==> config.mk <==
export PLATFORM = sky130hd
export DESIGN_NAME = quaternion_orientation_integrate
export DESIGN_NICKNAME = d
export VERILOG_FILES = /design/src/rtl/qoi_pkg.sv /design/src/rtl/quaternion_orientation_integrate.sv /design/src/rtl/qoi_ctrl.sv /design/src/rtl/qoi_dpath.sv
export SDC_FILE = /design/constraint.sdc
export NUM_CORES = 2
export LEC_CHECK = 0
export BUFFER_PORTS_ARGS = -buffer_cell sky130_fd_sc_hd__buf_2
export CORE_MARGIN = 4
export CORE_UTILIZATION = 30
export DETAILED_ROUTE_END_ITERATION = 6
export PLACE_DENSITY_LB_ADDON = 0.15
export SYNTH_ARGS = -nofsm -noshare
export SYNTH_HDL_FRONTEND = slang
export SYNTH_SLANG_ARGS = --single-unit
export TNS_END_PERCENT = 5
==> constraint.sdc <==
create_clock -name clk_i -period 19.48 [get_ports clk_i]
set_input_delay 0 -clock clk_i [delete_from_list [all_inputs] [get_ports clk_i]]
set_output_delay 0 -clock clk_i [all_outputs]
set_load 0.02 [all_outputs]
==> src/rtl/qoi_pkg.sv <==
// ----------------------------------------------------------------------------
// qoi_pkg
// Shared types and constants for the quaternion orientation integrator.
// ----------------------------------------------------------------------------
package qoi_pkg;

  typedef enum logic [2:0] {
    ST_IDLE,
    ST_PROD,
    ST_SQ,
    ST_DIV,
    ST_SQRT,
    ST_SCALE,
    ST_HOLD
  } state_e;

  typedef enum logic [2:0] {
    OP_NONE,
    OP_MAC,
    OP_AWR,
    OP_SQ,
    OP_DIV,
    OP_SQRT,
    OP_SCALE
  } op_e;

  // one micro-op from the controller to the datapath
  typedef struct packed {
    op_e        op;
    logic [1:0] sel;   // quaternion component
    logic [1:0] vsel;  // vector component
    logic       neg;   // subtract the product
    logic       first; // first step of a pass
  } cmd_t;

  typedef struct packed {
    logic mag_zero;
  } sts_t;

  localparam int unsigned CNT_W = 6;

  localparam logic [CNT_W-1:0] PROD_LAST  = CNT_W'(15);
  localparam logic [CNT_W-1:0] SQ_LAST    = CNT_W'(3);
  localparam logic [CNT_W-1:0] DIV_LAST   = CNT_W'(62);
  localparam logic [CNT_W-1:0] SQRT_LAST  = CNT_W'(31);
  localparam logic [CNT_W-1:0] SCALE_LAST = CNT_W'(3);

  typedef struct packed {
    logic [1:0] qsel;
    logic [1:0] vsel;
    logic       neg;
  } term_t;

  // Hamilton product q * (0, v): three terms per component
  function automatic term_t term_f(input logic [1:0] comp, input logic [1:0] term);
    term_t t;
    t = '0;
    case ({comp, term})
      4'h0: t = '{qsel: 2'd1, vsel: 2'd0, neg: 1'b1};
      4'h1: t = '{qsel: 2'd2, vsel: 2'd1, neg: 1'b1};
      4'h2: t = '{qsel: 2'd3, vsel: 2'd2, neg: 1'b1};
      4'h4: t = '{qsel: 2'd0, vsel: 2'd0, neg: 1'b0};
      4'h5: t = '{qsel: 2'd2, vsel: 2'd2, neg: 1'b0};
      4'h6: t = '{qsel: 2'd3, vsel: 2'd1, neg: 1'b1};
      4'h8: t = '{qsel: 2'd0, vsel: 2'd1, neg: 1'b0};
      4'h9: t = '{qsel: 2'd3, vsel: 2'd0, neg: 1'b0};
      4'hA: t = '{qsel: 2'd1, vsel: 2'd2, neg: 1'b1};
      4'hC: t = '{qsel: 2'd0, vsel: 2'd2, neg: 1'b0};
      4'hD: t = '{qsel: 2'd1, vsel: 2'd1, neg: 1'b0};
      4'hE: t = '{qsel: 2'd2, vsel: 2'd0, neg: 1'b1};
      default: t = '0;
    endcase
    return t;
  endfunction

endpackage

==> src/rtl/quaternion_orientation_integrate.sv <==
// ----------------------------------------------------------------------------
// quaternion_orientation_integrate
// Integrates a rotation vector into an orientation quaternion and renormalises.
// ----------------------------------------------------------------------------
// A new beat is taken only once the last result has gone to the result register;
// the divide and square root passes are skipped when |a|^2 is zero. The 63-step
//   divider and the 32-step square root make one bit per cycle on the shared datapath.
// A result waits in its own register while the next beat is being worked on.
// Reset (async, active low): orientation returns to identity, no result held.
module quaternion_orientation_integrate #(
  parameter int unsigned FRAC_BITS = 14
) (
  input  logic               clk_i,
  input  logic               rst_ni,
  input  logic               in_valid_i,
  output logic               in_stall_o,
  input  logic signed [15:0] vec_x_i,
  input  logic signed [15:0] vec_y_i,
  input  logic signed [15:0] vec_z_i,
  output logic               out_valid_o,
  input  logic               out_stall_i,
  output logic signed [15:0] quat_w_o,
  output logic signed [15:0] quat_x_o,
  output logic signed [15:0] quat_y_o,
  output logic signed [15:0] quat_z_o
);

  qoi_pkg::cmd_t cmd;
  qoi_pkg::sts_t sts;
  logic          load_v;
  logic          load_out;

  // Sequence per beat: 12 multiply-accumulates plus 4 round/add writes form
  // q + p/2, then 4 squares give |a|^2, then 2^62/|a|^2 bit by bit, its root
  // two bits a step, and 4 scaling multiplies back into the orientation.
  qoi_ctrl u_ctrl (
    .clk_i       (clk_i),
    .rst_ni      (rst_ni),
    .in_valid_i  (in_valid_i),
    .in_stall_o  (in_stall_o),
    .out_valid_o (out_valid_o),
    .out_stall_i (out_stall_i),
    .sts_i       (sts),
    .cmd_o       (cmd),
    .load_v_o    (load_v),
    .load_out_o  (load_out)
  );

  qoi_dpath #(
    .FRAC_BITS (FRAC_BITS)
  ) u_dpath (
    .clk_i      (clk_i),
    .rst_ni     (rst_ni),
    .cmd_i      (cmd),
    .load_v_i   (load_v),
    .load_out_i (load_out),
    .vec_x_i    (vec_x_i),
    .vec_y_i    (vec_y_i),
    .vec_z_i    (vec_z_i),
    .sts_o      (sts),
    .quat_w_o   (quat_w_o),
    .quat_x_o   (quat_x_o),
    .quat_y_o   (quat_y_o),
    .quat_z_o   (quat_z_o)
  );

endmodule

==> src/rtl/qoi_ctrl.sv <==
// ----------------------------------------------------------------------------
// qoi_ctrl
// Sequencer: steps the datapath through product, magnitude, divide,
// square root and scale passes, and owns both handshakes.
// ----------------------------------------------------------------------------
module qoi_ctrl (
  input  logic          clk_i,
  input  logic          rst_ni,
  input  logic          in_valid_i,
  output logic          in_stall_o,
  output logic          out_valid_o,
  input  logic          out_stall_i,
  input  qoi_pkg::sts_t sts_i,
  output qoi_pkg::cmd_t cmd_o,
  output logic          load_v_o,
  output logic          load_out_o
);

  qoi_pkg::state_e             state_q, state_d;
  logic [qoi_pkg::CNT_W-1:0]   cnt_q, cnt_d;
  logic                        out_valid_q, out_valid_d;
  logic                        out_free;
  qoi_pkg::term_t              term;

  assign out_free = !(out_valid_q && out_stall_i);

  always_comb begin
    state_d = state_q;
    cnt_d   = cnt_q;
    unique case (state_q)
      qoi_pkg::ST_IDLE: begin
        if (in_valid_i) begin
          state_d = qoi_pkg::ST_PROD;
          cnt_d   = '0;
        end
      end
      qoi_pkg::ST_PROD: begin
        if (cnt_q == qoi_pkg::PROD_LAST) begin
          state_d = qoi_pkg::ST_SQ;
          cnt_d   = '0;
        end else begin
          cnt_d = cnt_q + 1'b1;
        end
      end
      qoi_pkg::ST_SQ: begin
        if (cnt_q == qoi_pkg::SQ_LAST) begin
          state_d = qoi_pkg::ST_DIV;
          cnt_d   = '0;
        end else begin
          cnt_d = cnt_q + 1'b1;
        end
      end
      qoi_pkg::ST_DIV: begin
        if (sts_i.mag_zero && cnt_q == '0) begin
          state_d = qoi_pkg::ST_SCALE;
          cnt_d   = '0;
        end else if (cnt_q == qoi_pkg::DIV_LAST) begin
          state_d = qoi_pkg::ST_SQRT;
          cnt_d   = '0;
        end else begin
          cnt_d = cnt_q + 1'b1;
        end
      end
      qoi_pkg::ST_SQRT: begin
        if (cnt_q == qoi_pkg::SQRT_LAST) begin
          state_d = qoi_pkg::ST_SCALE;
          cnt_d   = '0;
        end else begin
          cnt_d = cnt_q + 1'b1;
        end
      end
      qoi_pkg::ST_SCALE: begin
        if (cnt_q == qoi_pkg::SCALE_LAST) begin
          state_d = qoi_pkg::ST_HOLD;
          cnt_d   = '0;
        end else begin
          cnt_d = cnt_q + 1'b1;
        end
      end
      qoi_pkg::ST_HOLD: begin
        if (out_free) begin
          state_d = qoi_pkg::ST_IDLE;
        end
      end
      default: state_d = qoi_pkg::ST_IDLE;
    endcase
  end

  always_comb begin
    cmd_o      = '0;
    cmd_o.op   = qoi_pkg::OP_NONE;
    load_v_o   = 1'b0;
    load_out_o = 1'b0;
    term       = qoi_pkg::term_f(cnt_q[3:2], cnt_q[1:0]);
    unique case (state_q)
      qoi_pkg::ST_IDLE: load_v_o = in_valid_i;
      qoi_pkg::ST_PROD: begin
        if (cnt_q[1:0] == 2'd3) begin
          cmd_o.op  = qoi_pkg::OP_AWR;
          cmd_o.sel = cnt_q[3:2];
        end else begin
          cmd_o.op    = qoi_pkg::OP_MAC;
          cmd_o.sel   = term.qsel;
          cmd_o.vsel  = term.vsel;
          cmd_o.neg   = term.neg;
          cmd_o.first = (cnt_q[1:0] == 2'd0);
        end
      end
      qoi_pkg::ST_SQ: begin
        cmd_o.op    = qoi_pkg::OP_SQ;
        cmd_o.sel   = cnt_q[1:0];
        cmd_o.first = (cnt_q == '0);
      end
      qoi_pkg::ST_DIV: begin
        cmd_o.op    = (sts_i.mag_zero && cnt_q == '0) ? qoi_pkg::OP_NONE : qoi_pkg::OP_DIV;
        cmd_o.first = (cnt_q == '0);
      end
      qoi_pkg::ST_SQRT: begin
        cmd_o.op    = qoi_pkg::OP_SQRT;
        cmd_o.first = (cnt_q == '0);
      end
      qoi_pkg::ST_SCALE: begin
        cmd_o.op  = qoi_pkg::OP_SCALE;
        cmd_o.sel = cnt_q[1:0];
      end
      qoi_pkg::ST_HOLD: load_out_o = out_free;
      default: cmd_o.op = qoi_pkg::OP_NONE;
    endcase
  end

  assign out_valid_d = load_out_o || (out_valid_q && out_stall_i);

  always_ff @(posedge clk_i or negedge rst_ni) begin
    if (!rst_ni) begin
      state_q     <= qoi_pkg::ST_IDLE;
      cnt_q       <= '0;
      out_valid_q <= 1'b0;
    end else begin
      state_q     <= state_d;
      cnt_q       <= cnt_d;
      out_valid_q <= out_valid_d;
    end
  end

  assign in_stall_o  = (state_q != qoi_pkg::ST_IDLE);
  assign out_valid_o = out_valid_q;

endmodule

==> src/rtl/qoi_dpath.sv <==
// ----------------------------------------------------------------------------
// qoi_dpath
// Datapath: shared multiplier with accumulator, bit-serial divider,
// digit-by-digit square root, orientation and result registers.
// ----------------------------------------------------------------------------
module qoi_dpath #(
  parameter int unsigned FRAC_BITS = 14
) (
  input  logic               clk_i,
  input  logic               rst_ni,
  input  qoi_pkg::cmd_t      cmd_i,
  input  logic               load_v_i,
  input  logic               load_out_i,
  input  logic signed [15:0] vec_x_i,
  input  logic signed [15:0] vec_y_i,
  input  logic signed [15:0] vec_z_i,
  output qoi_pkg::sts_t      sts_o,
  output logic signed [15:0] quat_w_o,
  output logic signed [15:0] quat_x_o,
  output logic signed [15:0] quat_y_o,
  output logic signed [15:0] quat_z_o
);

  localparam int ONE_I = (FRAC_BITS >= 15) ? 32767 : (1 << FRAC_BITS);
  localparam logic signed [15:0] ONE = 16'(ONE_I);
  localparam int SC_SH = 31 - FRAC_BITS;

  function automatic logic signed [15:0] sat_f(input logic signed [49:0] v);
    if (v > 50'sd32767)       return 16'sh7fff;
    else if (v < -50'sd32768) return 16'sh8000;
    else                      return v[15:0];
  endfunction

  logic signed [15:0] v_q   [3];
  logic signed [15:0] q_q   [4];
  logic signed [15:0] q_d   [4];
  logic signed [15:0] a_q   [4];
  logic signed [15:0] res_q [4];
  logic signed [33:0] acc_q, acc_d;
  logic [33:0]        rem_q, rem_d;
  logic [63:0]        quot_q, quot_d;
  logic [31:0]        root_q, root_d;

  logic signed [15:0] op_a, v_sel;
  logic signed [32:0] op_b;
  logic signed [48:0] prod;
  logic signed [33:0] pterm, acc_base;
  logic signed [34:0] awr_sum, awr_rnd;
  logic signed [35:0] awr_tot;
  logic signed [49:0] sc_sum, sc_rnd;
  logic [33:0]        div_sh;
  logic               div_ge;
  logic [33:0]        sq_rem;
  logic [31:0]        sq_root;
  logic [35:0]        sq_r2, sq_trial;
  logic               sq_ge;

  assign sts_o.mag_zero = (acc_q == '0);

  always_comb begin
    case (cmd_i.vsel)
      2'd0:    v_sel = v_q[0];
      2'd1:    v_sel = v_q[1];
      default: v_sel = v_q[2];
    endcase
    op_a = (cmd_i.op == qoi_pkg::OP_MAC) ? q_q[cmd_i.sel] : a_q[cmd_i.sel];
    case (cmd_i.op)
      qoi_pkg::OP_MAC:   op_b = 33'(v_sel);
      qoi_pkg::OP_SCALE: op_b = $signed({1'b0, root_q});
      default:           op_b = 33'(a_q[cmd_i.sel]);
    endcase
    prod = op_a * op_b;
  end

  // accumulate, add-and-round, divide, root and scale
  always_comb begin
    acc_d  = acc_q;
    rem_d  = rem_q;
    quot_d = quot_q;
    root_d = root_q;
    q_d    = q_q;

    pterm    = $signed(prod[33:0]);
    acc_base = cmd_i.first ? '0 : acc_q;

    awr_sum = 35'(acc_q) + (35'sd1 <<< FRAC_BITS);
    awr_rnd = awr_sum >>> (FRAC_BITS + 1);
    awr_tot = 36'(awr_rnd) + 36'(q_q[cmd_i.sel]);

    sc_sum = 50'(prod) + (50'sd1 <<< (SC_SH - 1));
    sc_rnd = sc_sum >>> SC_SH;

    // dividend is 2^62: its only set bit enters on the first step
    div_sh = cmd_i.first ? 34'd1 : {rem_q[32:0], 1'b0};
    div_ge = (div_sh >= {1'b0, acc_q[32:0]});

    sq_rem   = cmd_i.first ? '0 : rem_q;
    sq_root  = cmd_i.first ? '0 : root_q;
    sq_r2    = {sq_rem, quot_q[63:62]};
    sq_trial = {2'b00, sq_root, 2'b01};
    sq_ge    = (sq_r2 >= sq_trial);

    case (cmd_i.op)
      qoi_pkg::OP_MAC: acc_d = acc_base + (cmd_i.neg ? -pterm : pterm);
      qoi_pkg::OP_SQ:  acc_d = acc_base + pterm;
      qoi_pkg::OP_DIV: begin
        rem_d  = div_ge ? (div_sh - {1'b0, acc_q[32:0]}) : div_sh;
        quot_d = {(cmd_i.first ? 63'd0 : quot_q[62:0]), div_ge};
      end
      qoi_pkg::OP_SQRT: begin
        rem_d  = sq_ge ? 34'(sq_r2 - sq_trial) : sq_r2[33:0];
        root_d = {sq_root[30:0], sq_ge};
        quot_d = {quot_q[61:0], 2'b00};
      end
      qoi_pkg::OP_SCALE: begin
        if (sts_o.mag_zero) begin
          q_d[cmd_i.sel] = (cmd_i.sel == 2'd0) ? ONE : 16'sd0;
        end else begin
          q_d[cmd_i.sel] = sat_f(sc_rnd);
        end
      end
      default: ;
    endcase
  end

  always_ff @(posedge clk_i or negedge rst_ni) begin
    if (!rst_ni) begin
      q_q[0] <= ONE;
      q_q[1] <= '0;
      q_q[2] <= '0;
      q_q[3] <= '0;
    end else begin
      q_q <= q_d;
    end
  end

  always_ff @(posedge clk_i) begin
    if (load_v_i) begin
      v_q[0] <= vec_x_i;
      v_q[1] <= vec_y_i;
      v_q[2] <= vec_z_i;
    end
    if (cmd_i.op == qoi_pkg::OP_AWR) begin
      a_q[cmd_i.sel] <= sat_f(50'(awr_tot));
    end
    if (load_out_i) begin
      res_q <= q_q;
    end
    acc_q  <= acc_d;
    rem_q  <= rem_d;
    quot_q <= quot_d;
    root_q <= root_d;
  end

  assign quat_w_o = res_q[0];
  assign quat_x_o = res_q[1];
  assign quat_y_o = res_q[2];
  assign quat_z_o = res_q[3];

endmodule

# Word level (Yosys, flattened, before mapping)
# Memories as Yosys holds them, arrays and structs flattened.
# Index checks and enable logic that the tools add are counted.
[totals]
register_bits = 302
wordCells = 140
out_inout_bits = 66
input_bits = 52
mem_bits_rw = 112
mem_bits_ro = 80
mem_count = 3
[classes]
reduce_logical = 19
mux = 59
n_addsub = 9
bitwise_logic = 1
eq_ne = 25
mul = 1
order_cmp = 8
[mem_list]
columns = ["memory", "depth", "word_bits", "rd", "rd_ports_with_merged_regs", "wr", "line", "source"]
rows = [
  ["(name not given)", 16, 5, 1, 0, 0, "qoi_pkg.sv:58", "case ({comp, term})"],
  ["u_dpath.a_q", 4, 16, 1, 0, 1, "qoi_dpath.sv:37", "logic signed [15:0] a_q [4];"],
  ["u_dpath.v_q", 3, 16, 3, 0, 3, "qoi_dpath.sv:34", "logic signed [15:0] v_q [3];"],
]
[ops]
columns = ["op", "n"]
rows = [
  ["34-bit 2-to-1 mux", 6],
  ["16-bit 2-to-1 mux", 11],
  ["34-bit case mux with 2 select lines", 2],
  ["64-bit bitwise mux", 2],
  ["64-bit case mux with 2 select lines", 1],
  ["34-bit adder", 2],
  ["33-bit case mux with 2 select lines", 1],
  ["64-bit 2-to-1 mux", 1],
  ["63-bit 2-to-1 mux", 1],
  ["49-bit by 18-bit adder with 50-bit output, second input constant", 1],
  ["16-bit by 33-bit multiplier with 49-bit output", 1],
  ["36-bit by 34-bit >= comparator with 1-bit output", 1],
  ["6-bit 2-to-1 mux", 6],
  ["34-bit by 16-bit adder with 35-bit output, second input constant", 1],
  ["34-bit by 33-bit >= comparator with 1-bit output", 1],
  ["34-bit logical NOT", 1],
  ["34-bit negator", 1],
  ["34-bit by 33-bit subtractor with 34-bit output", 1],
  ["34-bit subtractor", 1],
  ["33-bit by 16-bit > comparator with 1-bit output, second input constant", 1],
  ["33-bit by 16-bit less-than comparator with 1-bit output, second input constant", 1],
  ["16-bit binary-select mux with 2-bit select", 1],
  ["16-bit demux with 2-bit select", 1],
  ["32-bit 2-to-1 mux", 1],
  ["other kinds (42)", 75],
]

# Depth between registers and ports, before layout
[depth]
word_depth = 17
mapped_depth = 51
ltp_nobuf = 48

# Modules after synthesis
# From an unflattened synthesis, not the netlist that was laid out.
[unflattened]
hier_cells = 4813
hier_area_um2 = 44672.8
[modules_own_cells]
columns = ["module", "instances", "cells_each", "area_per_inst_um2"]
rows = [
  ["qoi_dpath", 1, 4681, 43614.3],
  ["qoi_ctrl", 1, 132, 1058.5],
]

# Worst setup path after synthesis
# OpenSTA, ideal clock, no wires.
[synth_timing]
path_kind = "register to register"
start = "reg u_ctrl.cnt_q[0] in the netlist's numbering"
end = "reg u_dpath.acc_q[33], data pin"
stages_incl_launch_ff = 45
required_ps = 19220
slack_ps = 7668
arrival_ps = 11552
period_less_slack_ps = 11812
setup_time_ps = 260
n_path_buf = 4
path_cell_list = "dfrtp_1 > inv_1 > ha_1 > mux4_2 > mux2i_1 > o21ai_0 > a22o_1 > clkbuf_1 > buf_1 > clkbuf_1 > mux2_2 > o21ai_0 > inv_1 > a21boi_1 > clkbuf_1 > nor2_1 > fa_1 > inv_1 > (+9 left out) > a21oi_1 > or3_1 > o211ai_2 > or2_2 > o311ai_2 > nand2_1 > nor3b_1 > nand2b_1 > nor3_1 > nand2b_1 > o41ai_1 > xor2_1 > ha_1 > o21ai_0 > nor2_1 > a2111oi_0 > nor2_1 > xnor2_1"
[synth_between]
elab_chain_len = 13
elab_cells_between_ends = 32
classes_between = "3 x add/sub; 1 x mul; 5 x eq/ne; 16 x mux; 1 x bitwise; 4 x reduce/logical; 2 x memory"
[synth_rtl]
columns = ["item", "line", "source"]
rows = [
  ["from (decl)", "qoi_ctrl.sv:20", "logic [qoi_pkg::CNT_W-1:0] cnt_q, cnt_d;"],
  ["from (signal assigned)", "qoi_ctrl.sv:140", "cnt_q <= cnt_d;"],
  ["memory read 16 x 5 bit / 2-bit == test (equally long branches)", "n/a", ""],
  ["4-bit 2-to-1 mux", "qoi_ctrl.sv:98", "if (cnt_q[1:0] == 2'd3) begin"],
  ["2-bit case mux with 2 select lines", "qoi_ctrl.sv:95", "unique case (state_q)"],
  ["2-bit inverter with 3-bit output (implied by the code)", "qoi_dpath.sv:66", "op_a = (cmd_i.op == qoi_pkg::OP_MAC) ? q_q[cmd_i.sel] : a_q[cmd_i.sel];"],
  ["16-bit binary-select mux with 2-bit select", "qoi_dpath.sv:66", ""],
  ["16-bit 2-to-1 mux (implied by the code) (2 in series)", "qoi_dpath.sv:66", ""],
  ["16-bit 2-to-1 mux", "qoi_dpath.sv:66", ""],
  ["16-bit by 33-bit multiplier with 49-bit output", "qoi_dpath.sv:72", "prod = op_a * op_b;"],
  ["34-bit negator", "qoi_dpath.sv:104", "qoi_pkg::OP_MAC: acc_d = acc_base + (cmd_i.neg ? -pterm : pterm);"],
  ["34-bit 2-to-1 mux", "qoi_dpath.sv:104", ""],
  ["34-bit adder", "qoi_dpath.sv:104", ""],
  ["34-bit case mux with 2 select lines *", "qoi_dpath.sv:103", "case (cmd_i.op)"],
  ["net u_dpath.acc_d[33]", "qoi_dpath.sv:39", "logic signed [33:0] acc_q, acc_d;"],
  ["to (signal assigned)", "qoi_dpath.sv:149", "acc_q <= acc_d;"],
  ["to (decl)", "qoi_dpath.sv:39", ""],
]
# Mark *: on every way through the listed nets, which the timed path passes. The rest lies on a longest branch. The select of a mux whose other input is x is not followed.
# A chain may end at the register's enable or synchronous reset.

# Worst setup path in the final report
[layout_timing]
start = "reg u_dpath.acc_q[14]"
end = "reg u_dpath.q_q[59] in the netlist's numbering"
[layout_between]
elab_chain_len = 15
elab_cells_between_ends = 18
classes_between = "1 x add/sub; 1 x mul; 2 x order compare; 2 x eq/ne; 10 x mux; 2 x reduce/logical"
[layout_rtl]
columns = ["item", "line", "source"]
rows = [
  ["34-bit logical NOT *", "qoi_dpath.sv:58", "assign sts_o.mag_zero = (acc_q == '0);"],
  ["1-bit logical AND", "qoi_ctrl.sv:115", "cmd_o.op = (sts_i.mag_zero && cnt_q == '0) ? qoi_pkg::OP_NONE : qoi_pkg::OP_DIV;"],
  ["3-bit 2-to-1 mux", "qoi_ctrl.sv:115", ""],
  ["3-bit case mux with 5 select lines", "qoi_ctrl.sv:95", ""],
  ["3-bit == test / 3-bit by 1-bit == test with 1-bit output (equally long branches)", "n/a", ""],
  ["33-bit case mux with 2 select lines / 16-bit 2-to-1 mux (equally long branches)", "qoi_dpath.sv:67, qoi_dpath.sv:66", ""],
  ["16-bit by 33-bit multiplier with 49-bit output", "qoi_dpath.sv:72", ""],
  ["49-bit by 18-bit adder with 50-bit output", "qoi_dpath.sv:90", "sc_sum = 50'(prod) + (50'sd1 <<< (SC_SH - 1));"],
  ["33-bit by 16-bit less-than comparator with 1-bit output", "qoi_dpath.sv:30", "else if (v < -50'sd32768) return 16'sh8000;"],
  ["16-bit 2-to-1 mux", "qoi_dpath.sv:30", ""],
  ["16-bit 2-to-1 mux", "qoi_dpath.sv:29", "if (v > 50'sd32767) return 16'sh7fff;"],
  ["16-bit 2-to-1 mux", "qoi_dpath.sv:116", "if (sts_o.mag_zero) begin"],
  ["16-bit 2-to-1 mux", "qoi_dpath.sv:103", ""],
  ["64-bit bitwise mux", "qoi_dpath.sv:119", "q_d[cmd_i.sel] = sat_f(sc_rnd);"],
  ["64-bit 2-to-1 mux", "qoi_dpath.sv:116", ""],
  ["to (signal assigned)", "qoi_dpath.sv:133", "q_q <= q_d;"],
  ["to (decl)", "qoi_dpath.sv:35", "logic signed [15:0] q_q [4];"],
]
# Every way passes the cells marked *; elsewhere a longest branch is shown, timed or not. The select of a mux whose other input is x is not followed.

==> flow_summary.html <==
<table>
<tr><th>Metric</th><th>Value</th></tr>
<tr><th colspan="2">Synthesis</th></tr>
<tr><td>Warnings from Yosys</td><td>0</td></tr>
<tr><td>Number of synthesized flops with an enable pin</td><td>340</td></tr>
<tr><td>Cell area after technology mapping</td><td>44300 µm²</td></tr>
<tr><td>Part of the Yosys area used for sequential elements</td><td>27.2%</td></tr>
<tr><td>Total nets after synthesis</td><td>5653</td></tr>
<tr><td>Top post-synthesis cells by count</td><td>sky130_fd_sc_hd__inv_1, sky130_fd_sc_hd__nand2_1, sky130_fd_sc_hd__fa_1</td></tr>
<tr><td>Cells taking the most area after synthesis</td><td>sky130_fd_sc_hd__edfxtp_1, sky130_fd_sc_hd__fa_1, sky130_fd_sc_hd__ha_1</td></tr>
<tr><td>Async S/R FF share, synth</td><td>17.9%</td></tr>
<tr><td>Syn Inst Count</td><td>4849</td></tr>
<tr><td>Synth Flop Type</td><td>sky130_fd_sc_hd__edfxtp_1</td></tr>
<tr><td>Library cell with the highest instance count after synthesis</td><td>sky130_fd_sc_hd__inv_1</td></tr>
<tr><td>Flops &amp; latches, synth</td><td>414</td></tr>
<tr><td>Fraction of synthesized cell area taken by the top area cell type</td><td>23.0%</td></tr>
<tr><td>Biggest area consumer among synthesized cells</td><td>sky130_fd_sc_hd__edfxtp_1</td></tr>
<tr><td>Yosys cell types</td><td>109</td></tr>
<tr><td>Syn avg cell area</td><td>9.14 µm²</td></tr>
<tr><th colspan="2">CTS</th></tr>
<tr><td>Count of H-tree levels built during CTS</td><td>2</td></tr>
<tr><td>Clock slew seen by the registers of the worst setup and hold paths</td><td>60 ps</td></tr>
<tr><td>Library cell used as clock root buffer</td><td>sky130_fd_sc_hd__clkbuf_16</td></tr>
<tr><td>Total CTS buffers</td><td>48</td></tr>
<tr><td>Insertion delay of the later-clocked pin in the worst-skew pair</td><td>640 ps</td></tr>
<tr><td>Resized Gates After CTS</td><td>0</td></tr>
<tr><td>CTS sink count</td><td>414</td></tr>
<tr><td>Max clock buf depth</td><td>3</td></tr>
<tr><td>TritonCTS clock tree</td><td>done</td></tr>
<tr><th colspan="2">Worst hold path</th></tr>
<tr><td>Worst Min Path Start</td><td>vec_x_i[8]</td></tr>
<tr><td>Hold WC Path Type</td><td>in2reg</td></tr>
<tr><td>Worst hold path cell count</td><td>2</td></tr>
<tr><th colspan="2">Global routing</th></tr>
<tr><td>Pin count of the biggest net entering global routing</td><td>80</td></tr>
<tr><td>Overall fraction of global-route tracks in use</td><td>19.6%</td></tr>
<tr><td>Remaining Overflow, GRT</td><td>0</td></tr>
<tr><td>First-pass GRT wire length</td><td>230000 µm</td></tr>
<tr><td>Vias in the first global route</td><td>35529</td></tr>
<tr><td>Number of antenna violations at the first check in global routing</td><td>1</td></tr>
<tr><th colspan="2">Floorplanning</th></tr>
<tr><td>Ports placed on the boundary</td><td>118</td></tr>
<tr><td>Core Box Area</td><td>146000 µm²</td></tr>
<tr><td>Effective utilization at floorplan</td><td>30.3%</td></tr>
<tr><td>Die outline area</td><td>154000 µm²</td></tr>
<tr><td>Row cnt</td><td>140</td></tr>
<tr><td>DIE WIDTH</td><td>392 µm</td></tr>
<tr><td>Vertical extent of the die</td><td>392 µm</td></tr>
<tr><th colspan="2">STA</th></tr>
<tr><td>Unrepaired setup endpoints after global routing</td><td>false</td></tr>
<tr><td>Setup Viol. Count Final</td><td>0</td></tr>
<tr><td>Accumulated negative setup slack</td><td>0 ps</td></tr>
<tr><td>Smallest hold slack</td><td>74.7 ps</td></tr>
<tr><td>Count of endpoints failing hold in the final timing report</td><td>0</td></tr>
<tr><td>Highest Clock Rate</td><td>0.0638 GHz</td></tr>
<tr><td>Clock Skews</td><td>82.6 ps</td></tr>
<tr><td>Slew at the pin with the worst max-slew slack</td><td>1430 ps</td></tr>
<tr><td>Count of final max-slew check failures</td><td>0</td></tr>
<tr><td>Final period utilization</td><td>80.5%</td></tr>
<tr><td>Normalized max-slew margin</td><td>4.19%</td></tr>
<tr><td>Final critical path time including I/O delays and setup</td><td>15680 ps</td></tr>
<tr><th colspan="2">Routing</th></tr>
<tr><td>DR DRC count</td><td>0</td></tr>
<tr><td>Via total after detailed routing</td><td>34835</td></tr>
<tr><td>Initial drt markers</td><td>2512</td></tr>
<tr><td>Via density per instance</td><td>5.06</td></tr>
<tr><td>WL final</td><td>152000 µm</td></tr>
<tr><td>Antenna Violating Nets Remaining</td><td>0</td></tr>
<tr><td>First-pass iteration count of the detailed router</td><td>6</td></tr>
<tr><td>Avg WL per Cell</td><td>22.1 µm</td></tr>
<tr><th colspan="2">Worst setup path</th></tr>
<tr><td>Standard cell with the maximum stage delay on the critical path</td><td>sky130_fd_sc_hd__nand3_2</td></tr>
<tr><td>Biggest fanout along the worst timing path</td><td>35</td></tr>
<tr><td>CP startpoint kind</td><td>register</td></tr>
<tr><td>Count of cells along the worst register-to-register path</td><td>36</td></tr>
<tr><td>Reg2reg start</td><td>u_dpath.acc_q[14]</td></tr>
<tr><td>Longest individual stage delay on the worst path</td><td>980 ps</td></tr>
<tr><td>Worst EP arrival</td><td>16180 ps</td></tr>
<tr><td>Element type at the critical path end</td><td>register</td></tr>
<tr><td>Worst setup path startpoint</td><td>u_dpath.acc_q[14]</td></tr>
<tr><td>Most used cell, CP</td><td>sky130_fd_sc_hd__fa_1</td></tr>
<tr><td>Critical setup path kind</td><td>reg2reg</td></tr>
<tr><td>Required time at the endpoint of the critical path</td><td>19980 ps</td></tr>
<tr><th colspan="2">Placed design</th></tr>
<tr><td>HPWL Detailed</td><td>122000 µm</td></tr>
<tr><td>Routability Congestion</td><td>0.908</td></tr>
<tr><td># port buffers</td><td>117</td></tr>
<tr><td>Placed Cells incl. Taps</td><td>6745</td></tr>
<tr><th colspan="2">Layout</th></tr>
<tr><td>Synth-to-layout area growth</td><td>11.3%</td></tr>
<tr><td># diodes</td><td>0</td></tr>
<tr><td>Final standard cell count with taps included and fillers excluded</td><td>6886</td></tr>
<tr><td>Fill cells</td><td>15178</td></tr>
<tr><td>Fraction of final layout cells with drive strength greater than 1</td><td>7.95%</td></tr>
<tr><td>Fin nets</td><td>5734</td></tr>
<tr><th colspan="2">Flow run</th></tr>
<tr><td>Max Cap Viol</td><td>0</td></tr>
<tr><th colspan="2">Run status</th></tr>
<tr><td>Run status</td><td>complete, no violations</td></tr>
</table>
[logic make-up after synthesis]
| kind of cell | Yosys count | synth area share (%) |
|---|---|---|
| AOI/OAI and AO/OA | 954 | 13.9 |
| xor gates and xnor gates | 205 | 4.07 |
| adders and majority gates | 752 | 29.8 |
| buffers and inverters | 934 | 8.00 |
| DFF | 414 | 27.2 |
| muxes | 72 | 2.04 |
| and+or+nand+nor | 1518 | 15.1 |
[critical path, delay by kind of cell (launching register included)]
family	cells	cell delay, ps
and+or+nand+nor	18	7980
AOI/OAI and AO/OA	6	2800
DFF	1	450
adders and majority gates	8	3680
buffers and inverters	4	540
[layer usage]
layer / share of wire, % / wire [µm] / up-vias / global-route usage [%]
met5: 0 / 0 / - / 0
met2: 46 / 69900 / 864 / 31.9
met4: 2.3 / 3460 / 0 / 4.27
met1: 47 / 70700 / 17543 / 27.9
met3: 5.2 / 7950 / 169 / 2.70
li1: - / - / 16259 / -
[state kept, by name (all words and copies together) (netlist names)]
register and count:
u_dpath.a_q 64, u_dpath.q_q 64, u_dpath.quot_q 64, u_dpath.v_q 48, u_dpath.acc_q 34, u_dpath.rem_q 34, u_dpath.root_q 32, u_dpath.quat_w_o 16
u_dpath.quat_x_o 16, u_dpath.quat_y_o 16, u_dpath.quat_z_o 16, u_ctrl.cnt_q 6, u_ctrl.state_q 3, u_ctrl.out_valid_o 1
[stage by stage]
stage	cell area [µm²]	setup slack [ps]	util [%]
after global placement	47200	4320	32.2
after floorplan	44300	7670	-
after detailed placement	47200	4080	32.3
final	49300	3800	33.7
after CTS	49300	3970	33.7
after global routing	49300	2680	33.7
[cell usage in the layout (no fill, tap or decap), types with 13 or more instances in the layout]
master | netlist | layout
sky130_fd_sc_hd__clkbuf_16 | 0 | 48
sky130_fd_sc_hd__mux2i_1 | 33 | 32
sky130_fd_sc_hd__nor3_1 | 63 | 61
sky130_fd_sc_hd__nand4_1 | 23 | 23
sky130_fd_sc_hd__nand2b_1 | 34 | 34
sky130_fd_sc_hd__nor4_1 | 25 | 25
sky130_fd_sc_hd__and3_1 | 24 | 24
sky130_fd_sc_hd__dlygate4sd3_1 | 0 | 52
sky130_fd_sc_hd__nor2b_1 | 28 | 28
sky130_fd_sc_hd__o21bai_1 | 23 | 23
sky130_fd_sc_hd__a222oi_1 | 15 | 15
sky130_fd_sc_hd__a211oi_1 | 42 | 42
sky130_fd_sc_hd__o31ai_1 | 23 | 23
sky130_fd_sc_hd__nor2_1 | 412 | 409
sky130_fd_sc_hd__o21ai_0 | 212 | 207
sky130_fd_sc_hd__o21ai_1 | 56 | 54
sky130_fd_sc_hd__inv_1 | 734 | 734
sky130_fd_sc_hd__o21a_1 | 33 | 32
sky130_fd_sc_hd__buf_4 | 2 | 63
sky130_fd_sc_hd__buf_2 | 6 | 116
sky130_fd_sc_hd__ha_1 | 249 | 249
sky130_fd_sc_hd__mux2_2 | 27 | 27
sky130_fd_sc_hd__a21oi_1 | 294 | 288
sky130_fd_sc_hd__and2_1 | 45 | 42
sky130_fd_sc_hd__o211ai_1 | 17 | 17
sky130_fd_sc_hd__fa_1 | 503 | 503
sky130_fd_sc_hd__nand2_1 | 717 | 716
sky130_fd_sc_hd__or2_2 | 18 | 18
sky130_fd_sc_hd__xnor2_1 | 142 | 142
sky130_fd_sc_hd__or3_1 | 22 | 22
sky130_fd_sc_hd__a31oi_1 | 22 | 22
sky130_fd_sc_hd__nand3_1 | 57 | 56
sky130_fd_sc_hd__edfxtp_1 | 340 | 340
sky130_fd_sc_hd__a221o_1 | 13 | 13
sky130_fd_sc_hd__dfrtp_1 | 73 | 73
sky130_fd_sc_hd__a21o_1 | 71 | 71
sky130_fd_sc_hd__xor2_1 | 62 | 62
[timing repair]
action / in CTS / in global routing
hold endpoints to repair: 124 / 0
hold buffers: 52 / 0
setup endpoints to repair: 0 / 0
setup buffers: 0 / 0
[area by class of cell]
| type | instances | area [µm²] | share of cell area (%) |
|---|---|---|---|
| Sequential cell | 414 | 12100 | 24.5 |
| Multi-Input combinational cell | 3501 | 28900 | 58.6 |
| Clock buffer | 53 | 1230 | 2.49 |
| Tap cell | 1917 | 2400 | 4.86 |
| Inverter | 734 | 2760 | 5.58 |
| Timing Repair Buffer | 231 | 1570 | 3.19 |
| Clock inverter | 36 | 405 | 0.822 |
[worst paths after layout]
path                                             end  slack [ps]
worst max-delay path                 u_dpath.q_q[59]        3800
worst min-delay path               u_dpath.v_q[0][8]          70
worst max register to register       u_dpath.q_q[59]        3800
worst min register to register  u_dpath.quat_y_o[12]         450
max in group asynchronous            u_dpath.q_q[46]       18370
min in group asynchronous            u_dpath.q_q[31]         210
Power is not shown: default switching activity piles up to over one toggle a cycle in this logic, so the estimate is an artifact.
